$ cat src/rtl/core/adl_pkg.sv
package adl_pkg;

    localparam int DATA_W             = 32;
    localparam int SUM_W              = 16;
    localparam int BYTE_W             = 8;
    localparam int MAX_BYTES          = 8;
    localparam int BYTES_PER_WORD_DEF = 4;
    localparam int MOD_PRIME          = 65521;
    localparam int BYTE_MAX           = 255;

    // 2^16 mod 65521: weight of each unit above bit 15 when folding
    localparam int FOLD_FACTOR        = (1 << SUM_W) - MOD_PRIME;

    // checksum of a message with no data
    localparam logic [DATA_W-1:0] EMPTY_CHECKSUM = DATA_W'(1);

endpackage

$ cat src/rtl/core/adl_sum_update.sv
// One word's worth of running-sum update, written in closed form:
//   low'  = low  + sum(b_i)
//   high' = high + N*low + sum((N-i)*b_i)
// each reduced modulo the prime: low with one conditional subtract, high with one fold and one conditional subtract.
module adl_sum_update
    import adl_pkg::*;
#(
    parameter int BYTES_PER_WORD = BYTES_PER_WORD_DEF
)
(
    input  logic [DATA_W-1:0] data_word,
    input  logic [SUM_W-1:0]  low_cur,
    input  logic [SUM_W-1:0]  high_cur,
    output logic [SUM_W-1:0]  low_new,
    output logic [SUM_W-1:0]  high_new
);

    localparam int AccMax   = (BYTES_PER_WORD + 1) * (MOD_PRIME - 1)
                            + ((BYTES_PER_WORD * (BYTES_PER_WORD + 1)) / 2) * BYTE_MAX;
    localparam int AccW     = $clog2(AccMax + 1);
    localparam int ByteSumW = $clog2(BYTES_PER_WORD * BYTE_MAX + 1);
    localparam int PadW     = MAX_BYTES * BYTE_W;

    logic [PadW-1:0]     padded;
    logic [ByteSumW-1:0] byte_sum;
    logic [AccW-1:0]     weighted;
    logic [SUM_W:0]      low_acc;
    logic [AccW-1:0]     high_acc;
    logic [SUM_W:0]      high_fold;

    // bytes beyond the data word count as zero bytes
    assign padded = {{(PadW - DATA_W){1'b0}}, data_word};

    always_comb
    begin
        byte_sum = '0;
        weighted = '0;
        for (int i = 0; i < BYTES_PER_WORD; i++)
        begin
            byte_sum = byte_sum + ByteSumW'(padded[BYTE_W*i +: BYTE_W]);
            weighted = weighted
                     + AccW'(padded[BYTE_W*i +: BYTE_W]) * AccW'(BYTES_PER_WORD - i);
        end
    end

    assign low_acc = {1'b0, low_cur} + (SUM_W+1)'(byte_sum);
    assign low_new = (low_acc >= (SUM_W+1)'(MOD_PRIME))
                   ? SUM_W'(low_acc - (SUM_W+1)'(MOD_PRIME))
                   : SUM_W'(low_acc);

    assign high_acc = AccW'(high_cur) + AccW'(low_cur) * AccW'(BYTES_PER_WORD) + weighted;

    // fold the bits above 15 back in, then at most one subtract remains
    assign high_fold = (SUM_W+1)'(high_acc[SUM_W-1:0])
                     + (SUM_W+1)'(high_acc[AccW-1:SUM_W]) * (SUM_W+1)'(FOLD_FACTOR);
    assign high_new  = (high_fold >= (SUM_W+1)'(MOD_PRIME))
                     ? SUM_W'(high_fold - (SUM_W+1)'(MOD_PRIME))
                     : SUM_W'(high_fold);

endmodule

$ cat src/rtl/core/adler32_word_checksum_unit.sv
// Word-fed Adler-32 variant checksum (both sums start at zero).
// A beat is registered in the input stage, its checksum in the result stage.
// Throughput: one word per cycle unless a last/empty beat waits on a held result.
// A stalled result holds in the output register while the next word is still taken.
// Reset (rst_n low, asynchronous): both sums clear to zero, both stages empty.
// Sums clear after every last word and every empty-message beat.
module adler32_word_checksum_unit
    import adl_pkg::*;
#(
    parameter int BYTES_PER_WORD = BYTES_PER_WORD_DEF
)
(
    input  logic              clk,
    input  logic              rst_n,
    input  logic              in_valid,
    output logic              in_ready,
    input  logic [DATA_W-1:0] data_word,
    input  logic              last_word,
    input  logic              empty_message,
    output logic              out_valid,
    input  logic              out_ready,
    output logic [DATA_W-1:0] checksum
);

    // input stage
    logic              s1_valid_reg;
    logic              s1_valid_next;
    logic [DATA_W-1:0] s1_data_reg;
    logic              s1_last_reg;
    logic              s1_empty_reg;

    // running sums
    logic [SUM_W-1:0]  low_sum_reg;
    logic [SUM_W-1:0]  low_sum_next;
    logic [SUM_W-1:0]  high_sum_reg;
    logic [SUM_W-1:0]  high_sum_next;
    logic [SUM_W-1:0]  low_upd;
    logic [SUM_W-1:0]  high_upd;

    // result stage
    logic              out_valid_reg;
    logic              out_valid_next;
    logic [DATA_W-1:0] checksum_reg;
    logic [DATA_W-1:0] checksum_next;

    logic              s1_emits;
    logic              s1_adv;
    logic              in_take;
    logic              out_take;

    adl_sum_update #(
        .BYTES_PER_WORD (BYTES_PER_WORD)
    ) u_sum_update (
        .data_word (s1_data_reg),
        .low_cur   (low_sum_reg),
        .high_cur  (high_sum_reg),
        .low_new   (low_upd),
        .high_new  (high_upd)
    );

    assign out_take = out_valid_reg && out_ready;

    // a last or empty beat needs the result register free; others retire freely
    assign s1_emits = s1_last_reg || s1_empty_reg;
    assign s1_adv   = s1_valid_reg && (!s1_emits || !out_valid_reg || out_ready);

    assign in_ready = !s1_valid_reg || s1_adv;
    assign in_take  = in_valid && in_ready;

    always_comb
    begin
        s1_valid_next  = s1_valid_reg;
        low_sum_next   = low_sum_reg;
        high_sum_next  = high_sum_reg;
        out_valid_next = out_valid_reg;
        checksum_next  = checksum_reg;

        // drop the taken result first, a new one may land in the same cycle
        if (out_take)
        begin
            out_valid_next = 1'b0;
        end

        if (s1_adv)
        begin
            s1_valid_next = 1'b0;
            if (s1_empty_reg)
            begin
                low_sum_next   = '0;
                high_sum_next  = '0;
                out_valid_next = 1'b1;
                checksum_next  = EMPTY_CHECKSUM;
            end
            else if (s1_last_reg)
            begin
                low_sum_next   = '0;
                high_sum_next  = '0;
                out_valid_next = 1'b1;
                checksum_next  = {high_upd, low_upd};
            end
            else
            begin
                low_sum_next   = low_upd;
                high_sum_next  = high_upd;
            end
        end

        if (in_take)
        begin
            s1_valid_next = 1'b1;
        end
    end

    always_ff @(posedge clk or negedge rst_n)
    begin
        if (!rst_n)
        begin
            s1_valid_reg  <= 1'b0;
            out_valid_reg <= 1'b0;
            low_sum_reg   <= '0;
            high_sum_reg  <= '0;
        end
        else
        begin
            s1_valid_reg  <= s1_valid_next;
            out_valid_reg <= out_valid_next;
            low_sum_reg   <= low_sum_next;
            high_sum_reg  <= high_sum_next;
        end
    end

    // payload registers: load on accept, hold otherwise
    always_ff @(posedge clk)
    begin
        if (in_take)
        begin
            s1_data_reg  <= data_word;
            s1_last_reg  <= last_word;
            s1_empty_reg <= empty_message;
        end
        checksum_reg <= checksum_next;
    end

    assign out_valid = out_valid_reg;
    assign checksum  = checksum_reg;

`ifndef NO_ASSERTIONS
    // sums stay fully reduced
    a_sums_reduced: assert property (@(posedge clk) disable iff (!rst_n)
        (low_sum_reg < SUM_W'(MOD_PRIME)) && (high_sum_reg < SUM_W'(MOD_PRIME)))
        else $error("running sum not reduced modulo the prime");

    // end of message clears both sums
    a_clear_on_end: assert property (@(posedge clk) disable iff (!rst_n)
        (s1_adv && s1_emits) |=> (low_sum_reg == '0) && (high_sum_reg == '0))
        else $error("sums not cleared after message end");

    // an empty-message beat yields checksum one
    a_empty_result: assert property (@(posedge clk) disable iff (!rst_n)
        (s1_adv && s1_empty_reg) |=> out_valid_reg && (checksum_reg == EMPTY_CHECKSUM))
        else $error("empty message did not produce checksum one");

    // input stalls only behind a last or empty beat whose result register is blocked
    a_stall_cause: assert property (@(posedge clk) disable iff (!rst_n)
        !in_ready |-> (s1_valid_reg && s1_emits && out_valid_reg && !out_ready))
        else $error("input stalled without a blocked result");
`endif

endmodule
$ cat config.mk
export PLATFORM = sky130hd
export DESIGN_NAME = adler32_word_checksum_unit
export DESIGN_NICKNAME = d
export VERILOG_FILES = /design/src/rtl/core/adl_pkg.sv /design/src/rtl/core/adl_sum_update.sv /design/src/rtl/core/adler32_word_checksum_unit.sv
export SDC_FILE = /design/constraint.sdc
export NUM_CORES = 1
export LEC_CHECK = 0
export BUFFER_PORTS_ARGS = -buffer_cell sky130_fd_sc_hd__buf_2
export CAP_MARGIN = 25
export CORE_UTILIZATION = 40
export DETAILED_ROUTE_END_ITERATION = 10
export PLACE_DENSITY = 0.53
export SLEW_MARGIN = 20
export SYNTH_ARGS = -nofsm -noshare
export SYNTH_HDL_FRONTEND = slang
export SYNTH_SLANG_ARGS = --single-unit
$ cat constraint.sdc
create_clock -name clk -period 12.1 [get_ports clk]
set_input_delay 0.605 -clock clk [delete_from_list [all_inputs] [get_ports clk]]
set_output_delay 0.605 -clock clk [all_outputs]
set_load 0.03 [all_outputs]
Yosys cells after proc, flatten, opt, wreduce, memory -nomap -nowiden
Cells that the tools add are included.
{ "totals": {"reg_bits": 100} }
{ "op_classes": {"n_addsub": 12, "n_mul": 2, "n_lt_le_gt_ge": 2, "n_mux": 13, "reduce_logical": 13} }
{ "ops": {"columns": ["op", "n"], "rows": [
  ["two-way mux 16 bit", 6],
  [">= comparator 17 x 16 -> 1 bit, second input constant", 2],
  ["two-way mux 32 bit", 1],
  ["subtractor 16 bit, second input constant", 2],
  ["adder 10 x 8 -> 10 bit", 2],
  ["adder 16 x 18 -> 19 bit", 1],
  ["adder 19 bit", 1],
  ["adder 19 x 8 -> 19 bit", 1],
  ["adder 19 x 9 -> 19 bit", 1],
  ["adder 16 x 10 -> 17 bit", 1],
  ["adder 16 x 7 -> 17 bit", 1],
  ["adder 10 x 10 -> 11 bit", 1],
  ["multiplier 8 x 2 -> 10 bit, second input constant", 1],
  ["adder 8 x 8 -> 9 bit", 1],
  ["multiplier 3 x 4 -> 7 bit, second input constant", 1],
  ["two-way mux 1 bit", 6],
  ["logical OR 1 bit", 4],
  ["nonzero test 2 bit", 2],
  ["logical AND 1 bit", 3],
  ["logical NOT 1 bit", 3],
  ["AND reduction 2 bit", 1]
]} }

Longest topological paths before layout
{ "depth": {"word_depth": 11, "ltp_mapped": 42} }

By module
A second synthesis with hierarchy kept.
{ "unflattened": {"hier_cells": 731, "hier_area_um2": 8234.1} }
{ "modules_own_cells": {"columns": ["module", "n_inst", "cells_each", "area_per_inst_um2", "seq_area_each_um2"], "rows": [
  ["adl_sum_update", 1, 546, 4782.1, 0.0],
  ["adler32_word_checksum_unit", 1, 185, 3452.1, 2832.7]
]} }

Least setup slack after synthesis
OpenSTA, ideal clock, no wires.
{ "synth_timing": {"path_kind": "reg-to-reg", "start": "register s1_data_reg[9]", "end": "register checksum_reg[23] (netlist: checksum[23]), data pin", "arrival_time_ns": 9.483, "path_slack_ns": 2.357, "stages_incl_launch_ff": 41, "path_cell_list": "edfxtp_1 fa_1 ha_1 inv_1 fa_1 inv_1 a21oi_1 o21ai_0 a21oi_1 o21bai_1 xor2_1 fa_1 fa_1 ha_1 ha_1 clkbuf_1 o211ai_1 nand2_1 [... 5 more ...] nand2b_1 xor2_1 fa_1 inv_1 fa_1 inv_1 fa_1 a211oi_1 nor3b_1 nor4bb_1 o211ai_1 mux2_2 nand2b_1 o41a_1 buf_6 buf_2 o21bai_2 nor2_1"} }
{ "synth_via": {"elab_chain_cells": 10, "word_cells_on_any_way": 11, "classes_between": "6 x add/sub; 2 x mul; 1 x order compare; 2 x mux"} }
{ "synth_lines": {"columns": ["item", "line", "rtl"], "rows": [
  ["start: declaration", "adler32_word_checksum_unit.sv:28", "logic [DATA_W-1:0] s1_data_reg;"],
  ["start signal: assignment", "adler32_word_checksum_unit.sv:137", "s1_data_reg <= data_word;"],
  ["multiplier 8 x 2 -> 10 bit *", "adl_sum_update.sv:42", "+ AccW'(padded[BYTE_W*i +: BYTE_W]) * AccW'(BYTES_PER_WORD - i);"],
  ["adder 10 x 10 -> 11 bit *", "adl_sum_update.sv:42", null],
  ["adder 19 x 9 -> 19 bit *", "adl_sum_update.sv:42", null],
  ["adder 19 x 8 -> 19 bit *", "adl_sum_update.sv:42", null],
  ["adder 19 bit *", "adl_sum_update.sv:51", "assign high_acc = AccW'(high_cur) + AccW'(low_cur) * AccW'(BYTES_PER_WORD) + weighted;"],
  ["multiplier 3 x 4 -> 7 bit", "adl_sum_update.sv:55", "+ (SUM_W+1)'(high_acc[AccW-1:SUM_W]) * (SUM_W+1)'(FOLD_FACTOR);"],
  ["adder 16 x 7 -> 17 bit *", "adl_sum_update.sv:55", null],
  ["subtractor 16 bit / >= comparator 17 x 16 -> 1 bit (equally long branches)", "adl_sum_update.sv:57, adl_sum_update.sv:56", null],
  ["two-way mux 16 bit *", "adl_sum_update.sv:57", "? SUM_W'(high_fold - (SUM_W+1)'(MOD_PRIME))"],
  ["two-way mux 32 bit *", "adler32_word_checksum_unit.sv:94", "else if (s1_last_reg)"],
  ["end signal: assignment", "adler32_word_checksum_unit.sv:141", "checksum_reg <= checksum_next;"],
  ["end: declaration", "adler32_word_checksum_unit.sv:43", "logic [DATA_W-1:0] checksum_reg;"]
]} }
Mark *: on every way between the ends. The rest lies on a longest branch, timed or not. The select of a mux whose other input is x is not followed.
A chain may end at the register's enable or synchronous reset.

Final worst setup path
{ "layout_timing": {"start": "register s1_data_reg[1]", "end": "register checksum_reg[30] (netlist: checksum[30]), data pin"} }
{ "layout_via": {"elab_chain_cells": 9, "word_cells_on_any_way": 10, "classes_between": "6 x add/sub; 1 x mul; 1 x order compare; 2 x mux"} }
{ "layout_lines": {"columns": ["item", "line"], "rows": [
  ["adder 10 x 10 -> 11 bit *", "adl_sum_update.sv:42"],
  ["adder 19 x 9 -> 19 bit *", "adl_sum_update.sv:42"],
  ["adder 19 x 8 -> 19 bit *", "adl_sum_update.sv:42"],
  ["adder 19 bit *", "adl_sum_update.sv:51"],
  ["multiplier 3 x 4 -> 7 bit", "adl_sum_update.sv:55"],
  ["adder 16 x 7 -> 17 bit *", "adl_sum_update.sv:55"],
  ["subtractor 16 bit / >= comparator 17 x 16 -> 1 bit (equally long branches)", "adl_sum_update.sv:57, adl_sum_update.sv:56"],
  ["two-way mux 16 bit *", "adl_sum_update.sv:57"],
  ["two-way mux 32 bit *", "adler32_word_checksum_unit.sv:94"]
]} }
Marked as above.

==> metrics.md <==
| Metric | Value |
|---|---|
| CTS sink count | 100 |
| Fin crit share | 90.5% |
| Post-route minimum period | 10.95 ns |
| Clk root buf | clkbuf_16 |
| Area of the multi-input gates | 5310 um2 |
| Routed via count | 6498 |
| Largest net degree at the start of global routing | 37 |
| Final core utilization | 45.4% |
| Crit path max-delay family | adder cells |
| Grt total ovfl | 0 |
| Clock skew | 0.00811 ns |
| Setup-failing EPs final | 0 |
| Most area-consuming cells after synthesis | edfxtp_1, ha_1, fa_1, dfrtp_1, inv_1 |
| FILL cells | 2047 |
| Worst slew margin | 29.2% |
| Synth warn | 0 |
| First-pass GRT wire length | 33100 um |
| Inst Count DP | 1194 |
| Critical Path Sink Type | flip-flop |
| Reg area | 2830 um2 |
| Worst path max stage delay | 0.61 ns |
| Initial cell density of the core | 41.0% |
| # Post-CTS Setup Buffers | 0 |
| DRC | 0 |
| Fmax | 91.4 MHz |
| Post-synthesis cell count | 869 |
| Mean Syn Cell Area | 9.96 um2 |
| Hold Crit Class | input port to async pin |
| Synth top area share | 22.9% |
| Status | finished clean |
| Most common cell after layout, fill and taps aside | inv_1 |
| Drt total wl | 21200 um |
| Most frequent cells in the layout | inv_1, ha_1, buf_2 |
| Register bit total from synthesis | 100 |
| Share of layout cells above drive strength 1 | 12.5% |
| Top FF cell, synth | edfxtp_1 |
| Critical path buffer and inverter count | 4 |
| CP Data Required Time | 12.18 ns |
| Clock Path Buffers | 2 |
| WL/cell | 17.6 um |
| Worst path most repeated cell | fa_1 |
| Least-Margin Pin Slew | 1.06 ns |
| Placed inst area | 9290 um2 |
| Vias per cell | 5.37 |
| CTS resizes | 0 |
| Vias in the first global route | 5978 |
| Mapped Nets | 1047 |
| Layout area overhead | 10.7% |
| CP Data Arrival Time | 11.03 ns |
| Port Buf Inserts | 71 |
| Ant diodes | 0 |
| Hold_buf cts | 0 |
| Max-slew violation count | 0 |
| Async SR Flop Fraction | 34.0% |
| Antenna violations before repair | 0 |
| CTS clk-pin slew, worst paths | 0.07 ns |
| Clock latency on the worst-skew pair | 0.35 ns |
| Iter 0 DRT Violations | 452 |
| Reg2reg path depth | 36 |
| Post-synth EDFFs | 66 |
| CTS tree | done |
| FF-to-FF End | checksum[30]$_SDFFCE_PP0P_ |
| Die width | 149 um |
| Slowest CP cell | fa_1 |
| Synthesized cell area | 8660 um2 |
| Unrepaired setup endpoints after global routing | no |
| Fin cells | 1210 |
| Kind of critical path | flip-flop to flip-flop |
| Htree depth | 3 |
| DR pass1 iterations | 6 |
| Design area | 9580 um2 |
| R2R Setup Slk | 1.15 ns |
| Fin Setup TNS | 0 ns |
| GP Congestion | 0.843 |
| Unique masters post-synth | 75 |
| Post-synth top area cell | edfxtp_1 |
| Layout Nets | 1108 |
| Startpoint types | flip-flop |
| ANT nets after route | 0 |
| Sequential share of the synthesized area | 32.7% |
| Gr usage total | 19.8% |
| Die Ht | 149 um |
| Final Hold Violating Endpoints | 0 |
| I/O Pins | 72 |
| Worst r2r src | s1_data_reg[1]$_DFFE_PP_ |
| Total Die Area | 22200 um2 |
| Core box area | 21100 um2 |
| Final HPWL from detailed placement | 17000 um |
| Number of max-cap violations | 0 |
| Site Rows | 53 |
| Crit path max fanout | 20 |
| Num CTS Buffers | 9 |
## synth_stat cells, types with 15 or more instances
cell	instances
nand2b_1	15
a21oi_1	45
fa_1	48
xnor2_1	28
nor2_1	48
xor2_1	23
nor3_1	21
nand2_1	38
clkbuf_1	22
ha_1	92
inv_1	106
edfxtp_1	66
dfrtp_1	34
nand3_1	22
o21ai_0	37
## cells by family (layout without fill, tap and decap cells)
kind of cell	after synthesis	after routing	synth area share, %
adders and majority gates	140	140	24.4
AOI/OAI and AO/OA	205	205	16.1
and+or+nand+nor	230	230	14.4
xor gates and xnor gates	51	51	5.16
DFF	100	100	32.7
muxes	10	10	1.24
buffers and inverters	133	199	5.97
## how the worst max path moves through the flow
stage / startpoint / endpoint / cells past startpoint
final: s1_data_reg[1]$_DFFE_PP_ / checksum[30]$_SDFFCE_PP0P_ / 36
after CTS: s1_data_reg[9]$_DFFE_PP_ / checksum[28]$_SDFFCE_PP0P_ / 37
after global routing: s1_data_reg[9]$_DFFE_PP_ / checksum[28]$_SDFFCE_PP0P_ / 37
after detailed placement: s1_data_reg[9]$_DFFE_PP_ / checksum[28]$_SDFFCE_PP0P_ / 37
after floorplan: s1_data_reg[9]$_DFFE_PP_ / checksum[23]$_SDFFCE_PP0P_ / 40
after global placement: s1_data_reg[9]$_DFFE_PP_ / checksum[30]$_SDFFCE_PP0P_ / 36
## per-stage QoR
stage | hold slack [ns] | setup slack [ns]
after floorplan | 0.309 | 2.36
after global placement | 0.480 | 1.37
after detailed placement | 0.477 | 1.20
after CTS | 0.395 | 1.14
after global routing | 0.407 | 0.276
final | 0.374 | 1.15
## metal layers
layer / wire length [um] / GRT usage [%] / up-vias
met2: 9220 / 29.3 / 151
met3: 885 / 2.87 / 13
met5: 0 / 0 / -
met4: 274 / 4.59 / 0
li1: - / - / 3241
met1: 10900 / 30.0 / 3093
## layout make-up
class | count | area share [%]
Clock buffer | 10 | 2.39
Inverter | 106 | 4.15
Multi-Input combinational cell | 636 | 55.4
Clock inverter | 6 | 0.666
Sequential cell | 100 | 29.6
Tap cell | 275 | 3.59
Timing Repair Buffer | 77 | 4.18
Power is not shown: default switching activity piles up to over one toggle a cycle in this logic, so the estimate is an artifact.
